File: config.mk
export PLATFORM = sky130hd
export DESIGN_NAME = serial_command_line_editor_unit_flat
export DESIGN_NICKNAME = d
export VERILOG_FILES = /design/src/hdl/slce_pkg.sv /design/src/hdl/slce_chan_if.sv /design/src/hdl/slce_line_store.sv /design/src/hdl/slce_ctrl.sv /design/src/hdl/serial_command_line_editor_unit.sv /design/src/flat_wrapper.sv
export SDC_FILE = /design/constraint.sdc
export NUM_CORES = 1
export LEC_CHECK = 0
export BUFFER_PORTS_ARGS = -buffer_cell sky130_fd_sc_hd__buf_2
export CORE_ASPECT_RATIO = 0.8
export CORE_MARGIN = 3
export CORE_UTILIZATION = 40
export CTS_BUF_LIST = sky130_fd_sc_hd__clkbuf_4
export DETAILED_ROUTE_END_ITERATION = 12
export GPL_TIMING_DRIVEN = 0
export PLACE_DENSITY = 0.57
export SETUP_SLACK_MARGIN = 0.02
export SYNTH_ARGS = -nofsm -noshare
export SYNTH_HDL_FRONTEND = slang
export SYNTH_SLANG_ARGS = --single-unit
export TNS_END_PERCENT = 30
File: constraint.sdc
create_clock -name clk -period 3.1 [get_ports clk]
set_clock_uncertainty 0.1 [all_clocks]
set_input_delay 0.155 -clock clk [delete_from_list [all_inputs] [get_ports clk]]
set_output_delay 0.155 -clock clk [all_outputs]
set_load 0.01 [all_outputs]
File: src/hdl/slce_pkg.sv
// Package for the serial command line editor.
// Holds byte codes, payload widths, the default line capacity and the store write type.
// No dependencies.
package slce_pkg;

  localparam int BYTE_W = 8;
  localparam int LINE_CAPACITY_DEF = 32;

  localparam logic [BYTE_W-1:0] CH_ESC = 8'h1b;
  localparam logic [BYTE_W-1:0] CH_BS = 8'h08;
  localparam logic [BYTE_W-1:0] CH_DEL = 8'h7f;
  localparam logic [BYTE_W-1:0] CH_LF = 8'h0a;
  localparam logic [BYTE_W-1:0] CH_CR = 8'h0d;
  localparam logic [BYTE_W-1:0] CH_LBRACKET = 8'h5b;
  localparam logic [BYTE_W-1:0] CH_UP = 8'h41;
  localparam logic [BYTE_W-1:0] CH_DOWN = 8'h42;
  localparam logic [BYTE_W-1:0] CH_SPACE = 8'h20;
  localparam logic [BYTE_W-1:0] CH_NUL = 8'h00;

  localparam logic KIND_ECHO = 1'b0;
  localparam logic KIND_LINE = 1'b1;

  typedef enum logic [1:0] {
    ESC_IDLE = 2'd0,
    ESC_SEEN = 2'd1,
    ESC_BRACKET = 2'd2
  } esc_phase_t;

  typedef struct packed {
    logic we;
    logic [BYTE_W-1:0] data;
  } store_wr_t;

endpackage

File: src/hdl/slce_chan_if.sv
// Valid/ready channel interfaces for received bytes and emitted bytes.
// Depends on slce_pkg for payload widths.
interface slce_rx_if;
  import slce_pkg::*;
  logic valid;
  logic ready;
  logic [BYTE_W-1:0] rx_byte;
  modport source (output valid, output rx_byte, input ready);
  modport sink (input valid, input rx_byte, output ready);
endinterface

interface slce_tx_if;
  import slce_pkg::*;
  logic valid;
  logic ready;
  logic out_kind;
  logic [BYTE_W-1:0] out_byte;
  logic run_last;
  modport source (output valid, output out_kind, output out_byte, output run_last,
                  input ready);
  modport sink (input valid, input out_kind, input out_byte, input run_last,
                output ready);
endinterface

File: src/hdl/slce_line_store.sv
// Line store memory: one write port, one registered read port.
// Depends on slce_pkg.
module slce_line_store #(
  parameter int LINE_CAPACITY = slce_pkg::LINE_CAPACITY_DEF,
  localparam int AW = $clog2(LINE_CAPACITY)
) (
  input  logic                     clk,
  input  slce_pkg::store_wr_t      wr,
  input  logic [AW-1:0]            waddr,
  input  logic [AW-1:0]            raddr,
  output logic [slce_pkg::BYTE_W-1:0] rd_data
);
  import slce_pkg::*;

  logic [BYTE_W-1:0] mem [LINE_CAPACITY];

  always_ff @(posedge clk) begin
    if (wr.we) begin
      mem[waddr] <= wr.data;
    end
    rd_data <= mem[raddr];
  end

endmodule

File: src/hdl/slce_ctrl.sv
// Editing sequencer: escape tracker, fill and line-length counters, read pointer
// and the output register. Depends on slce_pkg; drives slce_line_store.
module slce_ctrl #(
  parameter int LINE_CAPACITY = slce_pkg::LINE_CAPACITY_DEF,
  localparam int AW = $clog2(LINE_CAPACITY)
) (
  input  logic                        clk,
  input  logic                        rst,
  input  logic                        echo_enable,
  input  logic                        in_valid,
  output logic                        in_ready,
  input  logic [slce_pkg::BYTE_W-1:0] in_byte,
  output logic                        out_valid,
  input  logic                        out_ready,
  output logic                        out_kind,
  output logic [slce_pkg::BYTE_W-1:0] out_byte,
  output logic                        out_last,
  output slce_pkg::store_wr_t         wr,
  output logic [AW-1:0]               waddr,
  output logic [AW-1:0]               raddr,
  input  logic [slce_pkg::BYTE_W-1:0] rd_data
);
  import slce_pkg::*;

  typedef enum logic [8:0] {
    S_IDLE  = 9'b000000001,
    S_BS1   = 9'b000000010,
    S_BS2   = 9'b000000100,
    S_BS3   = 9'b000001000,
    S_LF    = 9'b000010000,
    S_CR    = 9'b000100000,
    S_FETCH = 9'b001000000,
    S_SEND  = 9'b010000000,
    S_ECHO  = 9'b100000000
  } state_t;

  localparam logic [AW-1:0] FILL_MAX = AW'(LINE_CAPACITY - 1);
  localparam logic [AW-1:0] ONE = AW'(1);

  state_t            state, state_next;
  esc_phase_t        esc, esc_next;
  logic [AW-1:0]     fill, fill_next;
  logic [AW-1:0]     len, len_next;
  logic [AW-1:0]     ptr, ptr_next;
  logic [BYTE_W-1:0] echo_byte, echo_byte_next;
  logic              slot_free;
  logic              load;
  logic              load_kind, load_last;
  logic [BYTE_W-1:0] load_byte;
  logic              accept;

  assign in_ready  = (state == S_IDLE);
  assign accept    = in_valid && in_ready;
  assign slot_free = !out_valid || out_ready;
  assign raddr     = ptr;
  assign waddr     = fill;

  always_comb begin
    state_next     = state;
    esc_next       = esc;
    fill_next      = fill;
    len_next       = len;
    ptr_next       = ptr;
    echo_byte_next = echo_byte;
    wr.we          = 1'b0;
    wr.data        = in_byte;
    load           = 1'b0;
    load_kind      = KIND_ECHO;
    load_byte      = CH_NUL;
    load_last      = 1'b0;
    case (state)
      S_IDLE: begin
        if (accept) begin
          if (in_byte == CH_ESC) begin
            esc_next = ESC_SEEN;
          end else if (in_byte == CH_BS || in_byte == CH_DEL) begin
            esc_next = ESC_IDLE;
            if (fill != '0) begin
              fill_next = fill - ONE;
              if (len == fill) begin
                len_next = fill - ONE;
              end
              state_next = S_BS1;
            end
          end else if (in_byte == CH_LF || in_byte == CH_CR) begin
            esc_next = ESC_IDLE;
            ptr_next = '0;
            if (len != '0) begin
              state_next = echo_enable ? S_LF : S_FETCH;
            end else begin
              fill_next = '0;
            end
          end else if (esc == ESC_SEEN && in_byte == CH_LBRACKET) begin
            esc_next = ESC_BRACKET;
          end else if (esc == ESC_BRACKET && (in_byte inside {CH_UP, CH_DOWN})) begin
            esc_next = ESC_IDLE;
          end else begin
            esc_next = ESC_IDLE;
            if (fill < FILL_MAX) begin
              wr.we     = 1'b1;
              fill_next = fill + ONE;
              if (len == fill && in_byte != CH_NUL) begin
                len_next = fill + ONE;
              end
              echo_byte_next = in_byte;
              if (echo_enable) begin
                state_next = S_ECHO;
              end
            end
          end
        end
      end
      S_BS1: begin
        if (slot_free) begin
          load = 1'b1; load_byte = CH_BS; state_next = S_BS2;
        end
      end
      S_BS2: begin
        if (slot_free) begin
          load = 1'b1; load_byte = CH_SPACE; state_next = S_BS3;
        end
      end
      S_BS3: begin
        if (slot_free) begin
          load = 1'b1; load_byte = CH_BS; load_last = 1'b1; state_next = S_IDLE;
        end
      end
      S_LF: begin
        if (slot_free) begin
          load = 1'b1; load_byte = CH_LF; state_next = S_CR;
        end
      end
      S_CR: begin
        if (slot_free) begin
          load = 1'b1; load_byte = CH_CR; state_next = S_FETCH;
        end
      end
      S_FETCH: begin
        state_next = S_SEND;
      end
      S_SEND: begin
        if (slot_free) begin
          load      = 1'b1;
          load_kind = KIND_LINE;
          load_byte = rd_data;
          load_last = (ptr == len - ONE);
          if (load_last) begin
            fill_next  = '0;
            len_next   = '0;
            state_next = S_IDLE;
          end else begin
            ptr_next   = ptr + ONE;
            state_next = S_FETCH;
          end
        end
      end
      S_ECHO: begin
        if (slot_free) begin
          load = 1'b1; load_byte = echo_byte; load_last = 1'b1; state_next = S_IDLE;
        end
      end
      default: begin
        state_next = S_IDLE;
      end
    endcase
  end

  always_ff @(posedge clk) begin
    if (rst) begin
      state     <= S_IDLE;
      esc       <= ESC_IDLE;
      fill      <= '0;
      len       <= '0;
      ptr       <= '0;
      out_valid <= 1'b0;
    end else begin
      state <= state_next;
      esc   <= esc_next;
      fill  <= fill_next;
      len   <= len_next;
      ptr   <= ptr_next;
      if (load) begin
        out_valid <= 1'b1;
      end else if (out_ready) begin
        out_valid <= 1'b0;
      end
    end
  end

  always_ff @(posedge clk) begin
    echo_byte <= echo_byte_next;
    if (load) begin
      out_kind <= load_kind;
      out_byte <= load_byte;
      out_last <= load_last;
    end
  end

endmodule

File: src/hdl/serial_command_line_editor_unit.sv
// Channel   | Dir | Beat payload                      | Accepted when
// in_ch     | in  | rx_byte                           | valid && ready
// out_ch    | out | out_kind, out_byte, run_last      | valid && ready
// cfg       | in  | cfg_wdata (echo_enable)           | cfg_we
// One received byte at a time; ready is high only while the sequencer is idle.
// An echoed byte is accepted, then sent as an echo beat; an erase sends BS, space, BS.
// Enter sends LF, CR if echo is on, then each line byte in fetch and send states, set by
// the store's registered read port. Output stalls hold the sequencer; rst is synchronous
// and clears the counters, escape tracker and output valid; echo_enable resets to 1.
// Depends on slce_pkg, slce_chan_if, slce_line_store and slce_ctrl.
module serial_command_line_editor_unit #(
  parameter int LINE_CAPACITY = slce_pkg::LINE_CAPACITY_DEF
) (
  input logic    clk,
  input logic    rst,
  input logic    cfg_we,
  input logic    cfg_wdata,
  slce_rx_if.sink   in_ch,
  slce_tx_if.source out_ch
);
  import slce_pkg::*;

  localparam int AW = $clog2(LINE_CAPACITY);

  logic              echo_enable;
  store_wr_t         wr;
  logic [AW-1:0]     waddr;
  logic [AW-1:0]     raddr;
  logic [BYTE_W-1:0] rd_data;

  always_ff @(posedge clk) begin
    if (rst) begin
      echo_enable <= 1'b1;
    end else if (cfg_we) begin
      echo_enable <= cfg_wdata;
    end
  end

  slce_line_store #(.LINE_CAPACITY(LINE_CAPACITY)) u_store (
    .clk     (clk),
    .wr      (wr),
    .waddr   (waddr),
    .raddr   (raddr),
    .rd_data (rd_data)
  );

  slce_ctrl #(.LINE_CAPACITY(LINE_CAPACITY)) u_ctrl (
    .clk         (clk),
    .rst         (rst),
    .echo_enable (echo_enable),
    .in_valid    (in_ch.valid),
    .in_ready    (in_ch.ready),
    .in_byte     (in_ch.rx_byte),
    .out_valid   (out_ch.valid),
    .out_ready   (out_ch.ready),
    .out_kind    (out_ch.out_kind),
    .out_byte    (out_ch.out_byte),
    .out_last    (out_ch.run_last),
    .wr          (wr),
    .waddr       (waddr),
    .raddr       (raddr),
    .rd_data     (rd_data)
  );

endmodule

File: src/flat_wrapper.sv
// flat-port wrapper written by rule: the top's interface ports become plain ports
module serial_command_line_editor_unit_flat import slce_pkg::*;
#(
  parameter int LINE_CAPACITY = slce_pkg::LINE_CAPACITY_DEF
)
  (clk, rst, cfg_we, cfg_wdata, in_ch_valid, in_ch_rx_byte, in_ch_ready, out_ch_valid, out_ch_out_kind, out_ch_out_byte, out_ch_run_last, out_ch_ready);
  slce_rx_if in_ch_i ();
  slce_tx_if out_ch_i ();
  input logic clk;
  input logic rst;
  input logic cfg_we;
  input logic cfg_wdata;
  input wire logic [$bits(in_ch_i.valid)-1:0] in_ch_valid;
  input wire logic [$bits(in_ch_i.rx_byte)-1:0] in_ch_rx_byte;
  output wire logic [$bits(in_ch_i.ready)-1:0] in_ch_ready;
  output wire logic [$bits(out_ch_i.valid)-1:0] out_ch_valid;
  output wire logic [$bits(out_ch_i.out_kind)-1:0] out_ch_out_kind;
  output wire logic [$bits(out_ch_i.out_byte)-1:0] out_ch_out_byte;
  output wire logic [$bits(out_ch_i.run_last)-1:0] out_ch_run_last;
  input wire logic [$bits(out_ch_i.ready)-1:0] out_ch_ready;
  assign in_ch_i.valid = in_ch_valid;
  assign in_ch_i.rx_byte = in_ch_rx_byte;
  assign in_ch_ready = in_ch_i.ready;
  assign out_ch_valid = out_ch_i.valid;
  assign out_ch_out_kind = out_ch_i.out_kind;
  assign out_ch_out_byte = out_ch_i.out_byte;
  assign out_ch_run_last = out_ch_i.run_last;
  assign out_ch_i.ready = out_ch_ready;
  serial_command_line_editor_unit #(.LINE_CAPACITY(LINE_CAPACITY)) u_core (.clk(clk), .rst(rst), .cfg_we(cfg_we), .cfg_wdata(cfg_wdata), .in_ch(in_ch_i), .out_ch(out_ch_i));
endmodule
==> impl_metrics.env <==
export IMPL_status="finished clean"
export IMPL_vias=7456
export IMPL_ys_ff_latch=310
export IMPL_end_kind="register"
export IMPL_startpoint_type="register"
export IMPL_cts_root_buffer="clkbuf_4"
export IMPL_synth_nets=751
export IMPL_cp_num_buf_inv=4
export IMPL_crit_arrival_ns=3.27
export IMPL_place_inst=1174
export IMPL_worstSetupPathType="register to register"
export IMPL_instances_no_fill=1366
export IMPL_stdcell_area_sq_um=15700
export IMPL_worst_ep_required_time_ns=3.38
export IMPL_area_delta_synth_final_pct=21.8
export IMPL_synth_warnings=0
export IMPL_ir_drop_uv=319
export IMPL_grt_busiest_layer="met2"
export IMPL_drtIter0Drc=778
export IMPL_leakage_nw=5.09
export IMPL_fin_crit_sh_pct=96.2
export IMPL_wl_mm=31.3
export IMPL_fp_dieW_um=207
export IMPL_r2r_start="u_core.u_ctrl.state[4]"
export IMPL_drcViolationCount=0
export IMPL_synthTopCellsByArea="edfxtp_1 64%, mux4_2 14%, dfxtp_1 5.6%"
export IMPL_vias_per_cell=5.46
export IMPL_clock_fmax_mhz=335
export IMPL_min_from="in_ch_rx_byte[4]"
export IMPL_cts_buffers_inserted=78
export IMPL_rrSetupSlack_ns=0.12
export IMPL_fillers=2663
export IMPL_met2_usage_pct=27.3
export IMPL_hp_class="input pin to register"
export IMPL_crit_chain="buf_2 -> or3_4 -> nor3_4 -> nand3_4 -> clkinv_4 -> nand2_4 -> a31o_1 -> nor3b_4 -> buf_8 -> nand2_8 -> nor2_4 -> buf_12"
export IMPL_antenna_found_initial=1
export IMPL_start_util_pct=40.8
export IMPL_finalHoldViolations=0
export IMPL_ios=26
export IMPL_synth_edf_count=274
export IMPL_fp_dieArea_sq_um=34500
export IMPL_finalSetupViolations=0
export IMPL_cts_buffer_depth=3
export IMPL_drive_above_1_share_pct=36.8
export IMPL_core_sq_um=31600
export IMPL_clkSlewWorstSetupHoldPaths_ns=0.07
export IMPL_fin_crit_ns=2.98
export IMPL_grt_pass1_wl_mm=47.1
export IMPL_synthFlopType="edfxtp_1"
export IMPL_crit_family="simple AND/OR/NAND/NOR gates"
export IMPL_power_frac_seq_pct=51.0
export IMPL_syn_inst=730
export IMPL_die_height_um=167
export IMPL_hold_depth=1
export IMPL_syn_avg_cell_area_sq_um=17.7
export IMPL_maxCapViolCount=0
export IMPL_worstMarginPinSlew_ns=0.878
export IMPL_gr_usage_met1_pct=27.1
export IMPL_whs_endpoint="u_core.u_store.mem[9][4]"
export IMPL_rsz0062_at_grt="true"
export IMPL_dpl_instance_area_sq_um=13600
export IMPL_netlist_area_sq_um=12900
export IMPL_grt_met3_usage_pct=5.35
export IMPL_clock_sinks=310
export IMPL_async_reset_ff_share_pct=0
export IMPL_clkPwrFrac_pct=34.9
export IMPL_seq_area_frac_synth_pct=69.3
export IMPL_dpl_hpwl_mm=19.3
export IMPL_rr_endpoint="u_core.u_store.mem[22][5]"
export IMPL_drv_slew=0
export IMPL_synth_top_area_share_pct=63.7
export IMPL_grt_ovfl_total=0
export IMPL_switching_share_pct=26.5
export IMPL_grt_pass1_vias=7686
export IMPL_antenna_left=0
export IMPL_intPower_mw=6.94
export IMPL_synth_top_cell_by_area="edfxtp_1"
export IMPL_ys_types=75
export IMPL_p_sw_mw=2.50
export IMPL_rr_worst_depth=12
export IMPL_grt_max_degree=40
export IMPL_fin_tns_setup_ns=0
export IMPL_pwr_share_comb_pct=14.0
export IMPL_num_rows=58
export IMPL_htreeDepth=3
export IMPL_ff_latch_area_sq_um=8950
export IMPL_setup_ws_ns=0.116
export IMPL_cp_slowest_cell="or3_4"
export IMPL_post_drt_wl_per_cell_um=22.9
export IMPL_clkLatencyLatePin_ns=0.69
export IMPL_cp_max_fo=8
export IMPL_nets=911
export IMPL_dp_slack_ns=-1.10
export IMPL_place_congestion=0.876
export IMPL_portBuffers=24
export IMPL_detail_route_first_pass_iterations=5
export IMPL_multiInputGateArea_sq_um=4060
export IMPL_track_usage_pct=18.6
export IMPL_max_stage_delay_ns=0.40
export IMPL_relSlewSlack_pct=41.5
export IMPL_power_mw=9.44
export IMPL_p_per_area_nw_per_um2=600
export IMPL_cts_tree="yes"
metrics by stage:
stage | hold slack, ns | util, %
after detailed placement | 0.278 | 42.9
after global placement | 0.278 | 42.9
after CTS | 0.00200 | 48.5
after floorplan | 0.154 | -
after global routing | 0.0141 | 49.7
final | 0.0452 | 49.7
worst reg2reg max path, delay by kind of cell (launching register included):
kind,cells,cell delay [ns]
AOI/OAI and AO/OA,1,0.25
buffers and inverters,4,0.67
DFF,1,0.29
and+or+nand+nor,7,1.38
state kept, by name, summed over array words and instances (netlist names):
name / flops
u_core.u_ctrl.esc: 2
u_core.u_ctrl.len: 5
u_core.u_store.rd_data: 8
u_core.u_ctrl.out_byte: 8
u_core.u_ctrl.out_last: 1
u_core.u_ctrl.out_valid: 1
u_core.u_ctrl.raddr: 5
u_core.echo_enable: 1
u_core.u_ctrl.out_kind: 1
u_core.u_ctrl.echo_byte: 8
u_core.u_store.mem: 256
u_core.u_ctrl.waddr: 5
u_core.u_ctrl.state: 9
layer usage:
layer	part of all wire [%]	wire (um)	up-vias
met1	44	13700	3794
met2	46	14300	314
li1	-	-	3303
met3	8.6	2690	45
met4	2.0	634	0
met5	0	0	-
cell usage after synthesis, types with 2 or more instances:
| library cell | number |
|---|---|
| or4_1 | 3 |
| buf_2 | 6 |
| clkbuf_1 | 24 |
| a22oi_1 | 3 |
| a31oi_1 | 2 |
| buf_6 | 2 |
| a41o_1 | 2 |
| inv_1 | 10 |
| o21ai_0 | 12 |
| mux2_2 | 8 |
| mux2i_1 | 5 |
| o211ai_1 | 8 |
| mux4_2 | 80 |
| o21ai_1 | 6 |
| and3_1 | 2 |
| or3_1 | 4 |
| nand3_1 | 13 |
| o31ai_1 | 3 |
| nor3_1 | 11 |
| a21oi_1 | 9 |
| nand3b_1 | 2 |
| nand4_1 | 4 |
| nor2b_1 | 3 |
| or3b_2 | 3 |
| nand2b_1 | 10 |
| edfxtp_1 | 274 |
| a221oi_1 | 4 |
| dfxtp_1 | 36 |
| and2_1 | 2 |
| nor4_1 | 5 |
| xor2_1 | 15 |
| nor2_1 | 66 |
| buf_1 | 6 |
| nand2_1 | 24 |
| xnor2_1 | 10 |
| ha_1 | 7 |
| or2_2 | 3 |
| a2111o_1 | 2 |
| nor3b_1 | 5 |
cell type report:
type	count	area share [%]
sequential	310	56.9
multi-input combinational	370	25.8
timing repair buffer	80	6.33
clock buffer	108	5.16
tap	420	3.34
buffer	39	1.24
clock inverter	27	0.852
inverter	11	0.294
antenna	1	0.0159
power by group through the flow:
stage	Clock [mW]	Sequential (mW)	Combinational (mW)
after floorplan	0	4.89	0.728
after global routing	3.67	4.83	1.42
final	3.30	4.82	1.32
after CTS	3.41	4.82	1.23
after global placement	0	4.90	1.05
after detailed placement	0	4.91	1.07
cell usage in the layout (no fill, tap or decap), types with 7 or more instances in the layout:
master,instances
mux4_2,80
xor2_1,15
ha_1,7
o21ai_0,12
mux2_2,8
nand3_1,13
xnor2_1,10
dlygate4sd3_1,13
inv_1,10
nor3_1,11
buf_12,33
dfxtp_1,36
nor2_4,32
clkbuf_1,20
nand2b_1,10
nand2_1,20
o211ai_1,8
clkinv_1,18
a21oi_1,9
edfxtp_1,274
clkbuf_4,112
buf_4,10
buf_2,28
nor2_1,33
timing repair:
item                                    4_1_cts  5_1_grt
pin swaps                                    24       16
endpoints found under the hold margin       237        0
setup buffers                                23       16
resized for setup                            77       19
hold buffers                                 17        0
endpoints found under the setup margin      264      281
worst max-delay path by stage:
stage / start / to / slack [ns] / cells after the start
3_3_place_gp: in_ch_rx_byte[0] / u_core.u_store.mem[0][3] / -1.02 / 9
6_report: u_core.u_ctrl.state[4] / u_core.u_store.mem[22][5] / 0.12 / 12
3_5_place_dp: in_ch_rx_byte[0] / u_core.u_store.mem[0][3] / -1.10 / 9
2_1_floorplan: u_core.u_ctrl.state[3] / u_core.u_store.mem[0][0] / -0.04 / 10
4_1_cts: u_core.u_ctrl.state[4] / u_core.u_store.mem[2][7] / -0.10 / 11
5_1_grt: u_core.u_ctrl.raddr[2] / u_core.u_store.rd_data[1] / -0.07 / 4
cell families (layout without fill, tap and decap cells):
| logic type | Yosys count | in the layout | synth area share (%) |
|---|---|---|---|
| AOI/OAI and AO/OA | 68 | 68 | 4.04 |
| xor gates and xnor gates | 26 | 26 | 1.87 |
| adders and majority gates | 7 | 7 | 0.678 |
| buffers and inverters | 50 | 265 | 1.70 |
| DFF | 310 | 310 | 69.3 |
| muxes | 93 | 93 | 15.0 |
| other | 0 | 1 | 0 |
| and+or+nand+nor | 176 | 176 | 7.37 |
Note: power is estimated with default switching activity, not from simulation.
